### src/rtl/day_hms_time_accumulator_assert.svh
// Assertion macros for the day/hour/minute/second accumulator.
// Define ASSERT_OFF to compile the checks away.
`ifndef DAY_HMS_TIME_ACCUMULATOR_ASSERT_SVH
`define DAY_HMS_TIME_ACCUMULATOR_ASSERT_SVH

`ifndef ASSERT_OFF
// Same-cycle implication, disabled while reset is active
`define DHMS_ASSERT_IMP(lbl, clk, rstn, ante, cons) \
  lbl: assert property (@(posedge clk) disable iff (!(rstn)) (ante) |-> (cons)) \
    else $error("assertion failed: same-cycle check");
// Next-cycle implication, disabled while reset is active
`define DHMS_ASSERT_NXT(lbl, clk, rstn, ante, cons) \
  lbl: assert property (@(posedge clk) disable iff (!(rstn)) (ante) |=> (cons)) \
    else $error("assertion failed: next-cycle check");
`else
`define DHMS_ASSERT_IMP(lbl, clk, rstn, ante, cons)
`define DHMS_ASSERT_NXT(lbl, clk, rstn, ante, cons)
`endif

`endif

### src/rtl/dhms_pkg.sv
`timescale 1ns / 1ps
`default_nettype none

package dhms_pkg;

  // Field widths
  localparam int OP_W       = 3;
  localparam int OPND_DAY_W = 16;
  localparam int OUT_DAY_W  = 16;
  localparam int HOUR_W     = 5;
  localparam int MIN_W      = 6;
  localparam int SEC_W      = 6;
  localparam int TOTAL_W    = 33;
  localparam int STATUS_W   = 2;

  // Radix constants
  localparam int SECS_PER_MIN  = 60;
  localparam int MINS_PER_HOUR = 60;
  localparam int HOURS_PER_DAY = 24;
  localparam int SECS_PER_HOUR = 3600;
  localparam int SECS_PER_DAY  = 86400;
  localparam int SEC_MAX       = 59;
  localparam int MIN_MAX       = 59;
  localparam int HOUR_MAX      = 23;

  // Operation codes
  typedef enum logic [OP_W-1:0] {
    OP_LOAD = 3'd0,
    OP_INC  = 3'd1,
    OP_DEC  = 3'd2,
    OP_ADD  = 3'd3,
    OP_SUB  = 3'd4
  } op_t;

  // Result status codes
  typedef enum logic [STATUS_W-1:0] {
    ST_OK    = 2'd0,
    ST_UNDER = 2'd1,
    ST_OVER  = 2'd2
  } status_t;

  // Time-of-day part of a step result plus its control
  typedef struct packed {
    logic [HOUR_W-1:0] hours;
    logic [MIN_W-1:0]  minutes;
    logic [SEC_W-1:0]  seconds;
    status_t           status;
    logic              wr_en;
  } step_res_t;

endpackage

`default_nettype wire

### src/rtl/dhms_step.sv
`timescale 1ns / 1ps
`default_nettype none

module dhms_step
  import dhms_pkg::*;
#(
  parameter int DAY_BITS = 16
) (
  input  logic [OP_W-1:0]       op,
  input  logic [OPND_DAY_W-1:0] opnd_days,
  input  logic [HOUR_W-1:0]     opnd_hours,
  input  logic [MIN_W-1:0]      opnd_minutes,
  input  logic [SEC_W-1:0]      opnd_seconds,
  input  logic [DAY_BITS-1:0]   cur_days,
  input  logic [HOUR_W-1:0]     cur_hours,
  input  logic [MIN_W-1:0]      cur_minutes,
  input  logic [SEC_W-1:0]      cur_seconds,
  output logic [DAY_BITS-1:0]   days_nxt,
  output step_res_t             res
);

  // Day arithmetic room: widest day field plus carry and sign
  localparam int SW = ((DAY_BITS > OPND_DAY_W) ? DAY_BITS : OPND_DAY_W) + 2;

  logic              is_arith;
  logic              is_sub;
  logic [SW-1:0]     base_d, arg_d;
  logic [HOUR_W-1:0] base_h, arg_h;
  logic [MIN_W-1:0]  base_m, arg_m;
  logic [SEC_W-1:0]  base_s, arg_s;

  logic [6:0]    s_sum, s_add;
  logic [6:0]    m_sum, m_add;
  logic [5:0]    h_sum, h_add;
  logic [1:0]    c_s, c_m, c_h;
  logic [SW-1:0] d_sum;
  logic          ovf;

  logic [6:0]    s_dif, s_adj, s_sub;
  logic [7:0]    m_dif, m_adj, m_sub;
  logic [6:0]    h_dif, h_adj, h_sub;
  logic [1:0]    b_s, b_m, b_h;
  logic [SW-1:0] d_dif;
  logic          neg;

  // Decode the operation into base, argument and direction
  always_comb begin
    is_arith = 1'b0;
    is_sub   = 1'b0;
    base_d   = SW'(cur_days);
    base_h   = cur_hours;
    base_m   = cur_minutes;
    base_s   = cur_seconds;
    arg_d    = '0;
    arg_h    = '0;
    arg_m    = '0;
    arg_s    = '0;
    unique case (op)
      OP_LOAD: begin
        is_arith = 1'b1;
        base_d   = '0;
        base_h   = '0;
        base_m   = '0;
        base_s   = '0;
        arg_d    = SW'(opnd_days);
        arg_h    = opnd_hours;
        arg_m    = opnd_minutes;
        arg_s    = opnd_seconds;
      end
      OP_INC: begin
        is_arith = 1'b1;
        arg_s    = SEC_W'(1);
      end
      OP_DEC: begin
        is_arith = 1'b1;
        is_sub   = 1'b1;
        arg_s    = SEC_W'(1);
      end
      OP_ADD: begin
        is_arith = 1'b1;
        arg_d    = SW'(opnd_days);
        arg_h    = opnd_hours;
        arg_m    = opnd_minutes;
        arg_s    = opnd_seconds;
      end
      OP_SUB: begin
        is_arith = 1'b1;
        is_sub   = 1'b1;
        arg_d    = SW'(opnd_days);
        arg_h    = opnd_hours;
        arg_m    = opnd_minutes;
        arg_s    = opnd_seconds;
      end
      default: begin
        is_arith = 1'b0;
      end
    endcase
  end

  // Add with mixed-radix carry; a denormal operand can carry by two
  always_comb begin
    s_sum = {1'b0, base_s} + {1'b0, arg_s};
    if (s_sum >= 7'(2 * SECS_PER_MIN)) begin
      c_s   = 2'd2;
      s_add = s_sum - 7'(2 * SECS_PER_MIN);
    end else if (s_sum >= 7'(SECS_PER_MIN)) begin
      c_s   = 2'd1;
      s_add = s_sum - 7'(SECS_PER_MIN);
    end else begin
      c_s   = 2'd0;
      s_add = s_sum;
    end

    m_sum = {1'b0, base_m} + {1'b0, arg_m} + 7'(c_s);
    if (m_sum >= 7'(2 * MINS_PER_HOUR)) begin
      c_m   = 2'd2;
      m_add = m_sum - 7'(2 * MINS_PER_HOUR);
    end else if (m_sum >= 7'(MINS_PER_HOUR)) begin
      c_m   = 2'd1;
      m_add = m_sum - 7'(MINS_PER_HOUR);
    end else begin
      c_m   = 2'd0;
      m_add = m_sum;
    end

    h_sum = {1'b0, base_h} + {1'b0, arg_h} + 6'(c_m);
    if (h_sum >= 6'(2 * HOURS_PER_DAY)) begin
      c_h   = 2'd2;
      h_add = h_sum - 6'(2 * HOURS_PER_DAY);
    end else if (h_sum >= 6'(HOURS_PER_DAY)) begin
      c_h   = 2'd1;
      h_add = h_sum - 6'(HOURS_PER_DAY);
    end else begin
      c_h   = 2'd0;
      h_add = h_sum;
    end

    d_sum = base_d + arg_d + SW'(c_h);
    ovf   = (d_sum >> DAY_BITS) != '0;
  end

  // Subtract with mixed-radix borrow; negative day count means underflow
  always_comb begin
    s_dif = {1'b0, base_s} - {1'b0, arg_s};
    s_adj = s_dif + 7'(SECS_PER_MIN);
    if (!s_dif[6]) begin
      b_s   = 2'd0;
      s_sub = s_dif;
    end else if (!s_adj[6]) begin
      b_s   = 2'd1;
      s_sub = s_adj;
    end else begin
      b_s   = 2'd2;
      s_sub = s_dif + 7'(2 * SECS_PER_MIN);
    end

    m_dif = {2'b00, base_m} - {2'b00, arg_m} - 8'(b_s);
    m_adj = m_dif + 8'(MINS_PER_HOUR);
    if (!m_dif[7]) begin
      b_m   = 2'd0;
      m_sub = m_dif;
    end else if (!m_adj[7]) begin
      b_m   = 2'd1;
      m_sub = m_adj;
    end else begin
      b_m   = 2'd2;
      m_sub = m_dif + 8'(2 * MINS_PER_HOUR);
    end

    h_dif = {2'b00, base_h} - {2'b00, arg_h} - 7'(b_m);
    h_adj = h_dif + 7'(HOURS_PER_DAY);
    if (!h_dif[6]) begin
      b_h   = 2'd0;
      h_sub = h_dif;
    end else if (!h_adj[6]) begin
      b_h   = 2'd1;
      h_sub = h_adj;
    end else begin
      b_h   = 2'd2;
      h_sub = h_dif + 7'(2 * HOURS_PER_DAY);
    end

    d_dif = base_d - arg_d - SW'(b_h);
    neg   = d_dif[SW-1];
  end

  // Select the direction and grade the result
  always_comb begin
    if (is_sub) begin
      days_nxt    = d_dif[DAY_BITS-1:0];
      res.hours   = h_sub[HOUR_W-1:0];
      res.minutes = m_sub[MIN_W-1:0];
      res.seconds = s_sub[SEC_W-1:0];
    end else begin
      days_nxt    = d_sum[DAY_BITS-1:0];
      res.hours   = h_add[HOUR_W-1:0];
      res.minutes = m_add[MIN_W-1:0];
      res.seconds = s_add[SEC_W-1:0];
    end
    if (!is_arith) begin
      res.status = ST_OK;
    end else if (is_sub && neg) begin
      res.status = ST_UNDER;
    end else if (!is_sub && ovf) begin
      res.status = ST_OVER;
    end else begin
      res.status = ST_OK;
    end
    res.wr_en = is_arith && (res.status == ST_OK);
  end

endmodule

`default_nettype wire

### src/rtl/dhms_total.sv
`timescale 1ns / 1ps
`default_nettype none

module dhms_total
  import dhms_pkg::*;
#(
  parameter int DAY_BITS = 16
) (
  input  logic [DAY_BITS-1:0] days,
  input  logic [HOUR_W-1:0]   hours,
  input  logic [MIN_W-1:0]    minutes,
  input  logic [SEC_W-1:0]    seconds,
  output logic [TOTAL_W-1:0]  total
);

  logic [TOTAL_W-1:0] day_secs;
  logic [TOTAL_W-1:0] tod_secs;

  // Scale days by a constant; keep the low bits only
  assign day_secs = TOTAL_W'(days) * TOTAL_W'(SECS_PER_DAY);

  // Seconds within the day
  assign tod_secs = TOTAL_W'(hours) * TOTAL_W'(SECS_PER_HOUR)
                  + TOTAL_W'(minutes) * TOTAL_W'(SECS_PER_MIN)
                  + TOTAL_W'(seconds);

  assign total = day_secs + tod_secs;

endmodule

`default_nettype wire

### src/rtl/day_hms_time_accumulator.sv
// Day/hour/minute/second accumulator. Holds one normalized time (day count of
// DAY_BITS bits, hours 0-23, minutes 0-59, seconds 0-59, all zero after reset)
// and applies one operation per input transaction: load the operand, step one
// second up or down, add the operand, or subtract it. Operand hours, minutes
// and seconds above their normal range are carried up before use. A result
// below zero reports underflow and a day count beyond range reports overflow;
// either leaves the stored time untouched, as do unused op codes. Each input
// transaction yields exactly one output transaction with the stored time, its
// total in seconds (low 33 bits) and the status. Throughput is one transaction
// per cycle while out_tready stays high. The input register loads on the
// accepting edge, then the state update, then the total-seconds register,
// which drives out_tvalid. The stored time feeds back into the state-update
// stage each cycle, which is what sets the one-cycle issue rate. Ready
// propagates combinationally from out_tready to in_tready.
`timescale 1ns / 1ps
`default_nettype none
`include "day_hms_time_accumulator_assert.svh"

module day_hms_time_accumulator
  import dhms_pkg::*;
#(
  parameter int DAY_BITS = 16
) (
  input  logic        clk,
  input  logic        rst_n,
  input  logic        in_tvalid,
  output logic        in_tready,
  input  logic [39:0] in_tdata,   // in_days[15:0], in_hours[20:16], in_minutes[26:21],
                                  // in_seconds[32:27], zero fill [39:33]
  input  logic [2:0]  in_tuser,   // op[2:0]
  output logic        out_tvalid,
  input  logic        out_tready,
  output logic [71:0] out_tdata,  // out_days[15:0], out_hours[20:16], out_minutes[26:21],
                                  // out_seconds[32:27], total_seconds[65:33], zero [71:66]
  output logic [1:0]  out_tuser   // status[1:0]
);

  // Input stage
  logic                  s1_vld_r;
  logic [OP_W-1:0]       s1_op_r;
  logic [OPND_DAY_W-1:0] s1_days_r;
  logic [HOUR_W-1:0]     s1_hours_r;
  logic [MIN_W-1:0]      s1_min_r;
  logic [SEC_W-1:0]      s1_sec_r;

  // Stored time; also the time fields of the state-update stage
  logic                  s2_vld_r;
  status_t               s2_status_r;
  logic [DAY_BITS-1:0]   day_r;
  logic [HOUR_W-1:0]     hour_r;
  logic [MIN_W-1:0]      min_r;
  logic [SEC_W-1:0]      sec_r;

  // Output stage
  logic                  s3_vld_r;
  logic [OUT_DAY_W-1:0]  o_days_r;
  logic [HOUR_W-1:0]     o_hours_r;
  logic [MIN_W-1:0]      o_min_r;
  logic [SEC_W-1:0]      o_sec_r;
  logic [TOTAL_W-1:0]    o_total_r;
  status_t               o_status_r;

  logic                  s1_adv, s2_adv, s3_adv;
  logic [DAY_BITS-1:0]   day_nxt;
  step_res_t             step_res;
  logic [TOTAL_W-1:0]    total_nxt;

  // Advance each stage when it is empty or its successor moves
  assign s3_adv    = !s3_vld_r || out_tready;
  assign s2_adv    = !s2_vld_r || s3_adv;
  assign s1_adv    = !s1_vld_r || s2_adv;
  assign in_tready = s1_adv;

  // Capture the input transaction
  always_ff @(posedge clk) begin
    if (!rst_n) begin
      s1_vld_r <= 1'b0;
    end else if (s1_adv) begin
      s1_vld_r <= in_tvalid;
    end
  end

  always_ff @(posedge clk) begin
    if (in_tvalid && in_tready) begin
      s1_op_r    <= in_tuser;
      s1_days_r  <= in_tdata[15:0];
      s1_hours_r <= in_tdata[20:16];
      s1_min_r   <= in_tdata[26:21];
      s1_sec_r   <= in_tdata[32:27];
    end
  end

  dhms_step #(
    .DAY_BITS (DAY_BITS)
  ) u_step (
    .op           (s1_op_r),
    .opnd_days    (s1_days_r),
    .opnd_hours   (s1_hours_r),
    .opnd_minutes (s1_min_r),
    .opnd_seconds (s1_sec_r),
    .cur_days     (day_r),
    .cur_hours    (hour_r),
    .cur_minutes  (min_r),
    .cur_seconds  (sec_r),
    .days_nxt     (day_nxt),
    .res          (step_res)
  );

  // Update the stored time and latch the status
  always_ff @(posedge clk) begin
    if (!rst_n) begin
      s2_vld_r    <= 1'b0;
      s2_status_r <= ST_OK;
      day_r       <= '0;
      hour_r      <= '0;
      min_r       <= '0;
      sec_r       <= '0;
    end else if (s2_adv) begin
      s2_vld_r <= s1_vld_r;
      if (s1_vld_r) begin
        s2_status_r <= step_res.status;
        if (step_res.wr_en) begin
          day_r  <= day_nxt;
          hour_r <= step_res.hours;
          min_r  <= step_res.minutes;
          sec_r  <= step_res.seconds;
        end
      end
    end
  end

  dhms_total #(
    .DAY_BITS (DAY_BITS)
  ) u_total (
    .days    (day_r),
    .hours   (hour_r),
    .minutes (min_r),
    .seconds (sec_r),
    .total   (total_nxt)
  );

  // Register the result transaction
  always_ff @(posedge clk) begin
    if (!rst_n) begin
      s3_vld_r <= 1'b0;
    end else if (s3_adv) begin
      s3_vld_r <= s2_vld_r;
    end
  end

  always_ff @(posedge clk) begin
    if (s2_vld_r && s3_adv) begin
      o_days_r   <= OUT_DAY_W'(day_r);
      o_hours_r  <= hour_r;
      o_min_r    <= min_r;
      o_sec_r    <= sec_r;
      o_total_r  <= total_nxt;
      o_status_r <= s2_status_r;
    end
  end

  assign out_tvalid = s3_vld_r;
  assign out_tdata  = {6'b0, o_total_r, o_sec_r, o_min_r, o_hours_r, o_days_r};
  assign out_tuser  = o_status_r;

  // Delivered time is always normalized
  `DHMS_ASSERT_IMP(a_out_normalized, clk, rst_n, s3_vld_r,
    (o_hours_r <= HOUR_W'(HOUR_MAX)) && (o_min_r <= MIN_W'(MIN_MAX))
    && (o_sec_r <= SEC_W'(SEC_MAX)))
  // Stored time changes only when a transaction enters the update stage
  `DHMS_ASSERT_NXT(a_state_hold, clk, rst_n, !(s1_vld_r && s2_adv),
    $stable(day_r) && $stable(hour_r) && $stable(min_r) && $stable(sec_r))
  // A failed step leaves the stored time untouched
  `DHMS_ASSERT_NXT(a_err_no_write, clk, rst_n, s1_vld_r && s2_adv && (step_res.status != ST_OK),
    $stable(day_r) && $stable(hour_r) && $stable(min_r) && $stable(sec_r))
  // Input stalls only when every stage is occupied
  `DHMS_ASSERT_IMP(a_stall_full, clk, rst_n, !in_tready, s1_vld_r && s2_vld_r && s3_vld_r)

endmodule

`default_nettype wire

### config.mk
export PLATFORM = sky130hd
export DESIGN_NAME = day_hms_time_accumulator
export DESIGN_NICKNAME = d
export VERILOG_FILES = /design/src/rtl/dhms_pkg.sv /design/src/rtl/dhms_step.sv /design/src/rtl/dhms_total.sv /design/src/rtl/day_hms_time_accumulator.sv
export VERILOG_INCLUDE_DIRS = /design/src /design/src/rtl
export SDC_FILE = /design/constraint.sdc
export NUM_CORES = 1
export LEC_CHECK = 0
export ABC_AREA = 1
export BUFFER_PORTS_ARGS = -buffer_cell sky130_fd_sc_hd__buf_2
export CAP_MARGIN = 20
export CORE_ASPECT_RATIO = 0.75
export CORE_UTILIZATION = 45
export DETAILED_ROUTE_END_ITERATION = 8
export PLACE_DENSITY = 0.74
export REMOVE_ABC_BUFFERS = 1
export SLEW_MARGIN = 15
export SYNTH_ARGS = -nofsm -noshare
export SYNTH_HDL_FRONTEND = slang
export SYNTH_SLANG_ARGS = --single-unit
export TNS_END_PERCENT = 100
### constraint.sdc
create_clock -name clk -period 8.6 [get_ports clk]
set_input_delay 1.72 -clock clk [delete_from_list [all_inputs] [get_ports clk]]
set_output_delay 1.72 -clock clk [all_outputs]
set_load 0.02 [all_outputs]
==> metrics.txt <==
standard-cell rows=58; CP Data Arrival Time=9.12 ns; final setup margin=-0.127 ns; Tcrit/Tclk final=101%; Die Height=163 um; number of buffers inserted by port buffering=109; total overflow reported by the global router=0; Critical Setup Path Class=reg2reg; violations in the final reports=negative setup slack; share of synthesized flip-flops with an asynchronous set or reset=0%; fmax=0.115 GHz; worst setup slack for register-to-register paths=-0.13 ns; CTS sink cnt=140; overall routing resource usage=22.4%; weighted congestion at the end of routability-driven global placement=0.918; H-tree level count=4; Max transition margin=38.3%; Initial Utilization=46.1%; wire per inst=14.5 um; full die area=35400 um^2; final-report hold violation count=0; count of flip-flops with a built-in enable after synthesis=102; syn avg cell area=7.47 um^2; R2R cell count=64; Post-Synthesis Cells=2089; most used flip-flop cell after synthesis=edfxtp_1; Finished Core Util=54.5%; switching power share of the total=42.2%; sequential cell area=3820 um^2; fraction of layout cells with a size suffix above 1=15.8%; buffers from clock root to sink, at most=2; combinational cell fraction of total power=50.0%; warning count from the yosys run=0; Min-Delay Path Class=reg2reg; post-detailed-placement half-perimeter wirelength=31.1 mm; leading cell types by count after synthesis=nand2_1, inv_1, ha_1; static leakage power=10.2 nW; Post-layout nets=2647; clock tree root driver cell=clkbuf_16; via count=13.8k; clock tree from TritonCTS=yes; worst setup slack after placement=-0.504 ns; number of buffers added by the clock tree synthesis step=17; post-synth top area cell=ha_1; Die X-Extent=217 um; largest incremental delay on the critical path=0.55 ns; fill cell instance count of the final layout=3179; clock-pin slew on the worst setup and hold paths=0.06 ns; unrepaired setup endpoints after global routing=true; Floorplan Core Area=33800 um^2; Sequential Power Share=25.6%; fin. max-slew vios=0; Hold WS=0.452 ns; crit-path most repeated cell=nand2_2; Pre-antenna DRT Iters=6; transition time at the pin with the least slew margin=0.926 ns; net switching power figure=1.38 mW; flip-flop and latch count after synthesis=140; total power per unit cell area=177 nW/um^2; biggest area contributors in the synthesized netlist=ha_1, edfxtp_1, nand2_1; library cell with the highest instance count after synthesis=nand2_1; final wirelength=39.9 mm; endpoint type of the worst setup path=flop; maximum clock skew at final layout=0.0144 ns; area of the multi-input gates=10300 um^2; quantity of hold-fixing buffers added after cts=0; cell type of the slowest stage on the worst timing path=fa_1; total I/O pin count=123; iteration-0 DRC count of the detailed router=906; setup-violating endpoint count in the final report=33; crit start category=flop; first-pass GRT wire length=62.9 mm; part of the power in the clock network=24.4%; Hold Crit Depth=0; maximum fanout along the worst path=8; sequential fraction of the synthesis area=24.5%; number of global-route vias before repair=13.0k; internal power contribution=1.89 mW; maximum ir drop on the vdd rail=0.147 mV; run status=finished with violations; data required time at the worst endpoint=8.99 ns; synthesized cell area=15600 um^2; final worst path period need=8.73 ns; maximum number of pins on one net before global-route repair=67; clk_lat worst skew=0.46 ns; number of vias per cell=5.01; signed area change from the synthesized netlist to the final layout=18.2%; count of different cell masters after synthesis=50; share of the synthesized area in the top cell type=19.9%; Antenna Nets Post-Route=0; DRC=0; overall power consumption=3.26 mW; antenna violations before repair=2; max-capacitance violation count=0
[layer usage]
metal	GRT usage (%)	wire, um	share of wire (%)
met2	35.2	17200	43
met4	5.54	708	1.8
met5	0	11	0.028
met3	3.95	2430	6.1
met1	31.7	19600	49
[final timing paths]
check | startpoint | endpoint
hold reg to reg | sec_r[1]$_SDFFE_PN0P_ | o_sec_r[1]$_DFFE_PP_
setup / recovery | s1_op_r[0]$_DFFE_PP_ | hour_r[1]$_SDFFE_PN0P_
setup reg to reg | s1_op_r[0]$_DFFE_PP_ | hour_r[1]$_SDFFE_PN0P_
hold / removal | sec_r[1]$_SDFFE_PN0P_ | o_sec_r[1]$_DFFE_PP_
[sequential cells by signal (all words and copies together) (netlist names), 2 cells and up]
name / cells
day_r: 16
hour_r: 5
min_r: 6
o_days_r: 16
o_hours_r: 5
o_min_r: 6
o_sec_r: 6
o_total_r: 31
out_tuser: 2
s1_days_r: 16
s1_hours_r: 5
s1_min_r: 6
s1_op_r: 3
s1_sec_r: 6
s2_status_r: 2
sec_r: 6
[power by group through the flow]
| stage | registers, mW | logic, mW | clock network (mW) |
|---|---|---|---|
| 6_report | 0.836 | 1.63 | 0.797 |
| 5_1_grt | 0.840 | 1.84 | 0.836 |
| 4_1_cts | 0.835 | 1.57 | 0.813 |
| 3_3_place_gp | 0.849 | 1.48 | 0 |
| 3_5_place_dp | 0.849 | 1.53 | 0 |
| 2_1_floorplan | 0.861 | 1.11 | 0 |
[timing repair]
| action | CTS | global route |
|---|---|---|
| resized for setup | 40 | 69 |
| gates cloned | 1 | 4 |
| pin swaps | 2 | 52 |
| endpoints found under the setup margin | 34 | 35 |
| buffers inserted | 14 | 13 |
[placed cells by master (no fill, tap or decap), types with 9 or more instances in the layout]
cell type	netlist	routed
a21oi_1	125	121
buf_2	3	109
buf_4	10	86
clkbuf_16	0	21
dfxtp_1	38	38
edfxtp_1	102	102
fa_1	61	55
ha_1	248	238
inv_1	413	395
inv_2	11	29
nand2_1	463	438
nand2_2	5	25
nand3_1	113	110
nand4_1	34	34
nor2_1	187	178
nor2_2	3	9
nor3_1	14	13
o21ai_0	77	73
o21bai_1	9	9
xnor2_1	28	26
xor2_1	64	59
[stage by stage]
stage               std cells  TNS [ns]  instance area, um^2
CTS                      2739  -0.00363                18100
finish                   2755     -2.86                18400
detailed placement       2692    -15.73                17200
global route             2754    -19.78                18400
global placement         2692     -5.16                17200
floorplan                2061    -33.16                15400
[area by class of cell]
class | instances | share of cell area (%)
clock inverters | 12 | 0.808
well taps | 450 | 3.05
flip-flops and latches | 140 | 20.7
diodes | 1 | 0.0136
inverters | 426 | 8.67
multi-input cells | 1495 | 56.1
clock buffers | 20 | 2.59
repair buffers | 211 | 8.04
[kinds of logic after synthesis]
kind of cell             count (synthesis)  share of synthesized area (%)
adder cells (fa/ha/maj)                309                           27.7
AO/OA/AOI/OAI                          241                           8.29
AND/OR/NAND/NOR                        845                           22.7
flip-flops                             140                           24.5
other                                    1                         0.0240
XOR/XNOR                                92                           5.17
multiplexers                             2                          0.128
buffers and inverters                  459                           11.5
[critical path, delay by kind of cell, from the launching register on]
family	cells	cell delay [ns]
AOI/OAI and AO/OA	3	0.44
xor gates and xnor gates	3	0.53
adders and majority gates	12	3.08
buffers and inverters	15	1.40
DFF	1	0.46
and+or+nand+nor	31	2.74
No activity file was read; power rests on OpenSTA's default activity.
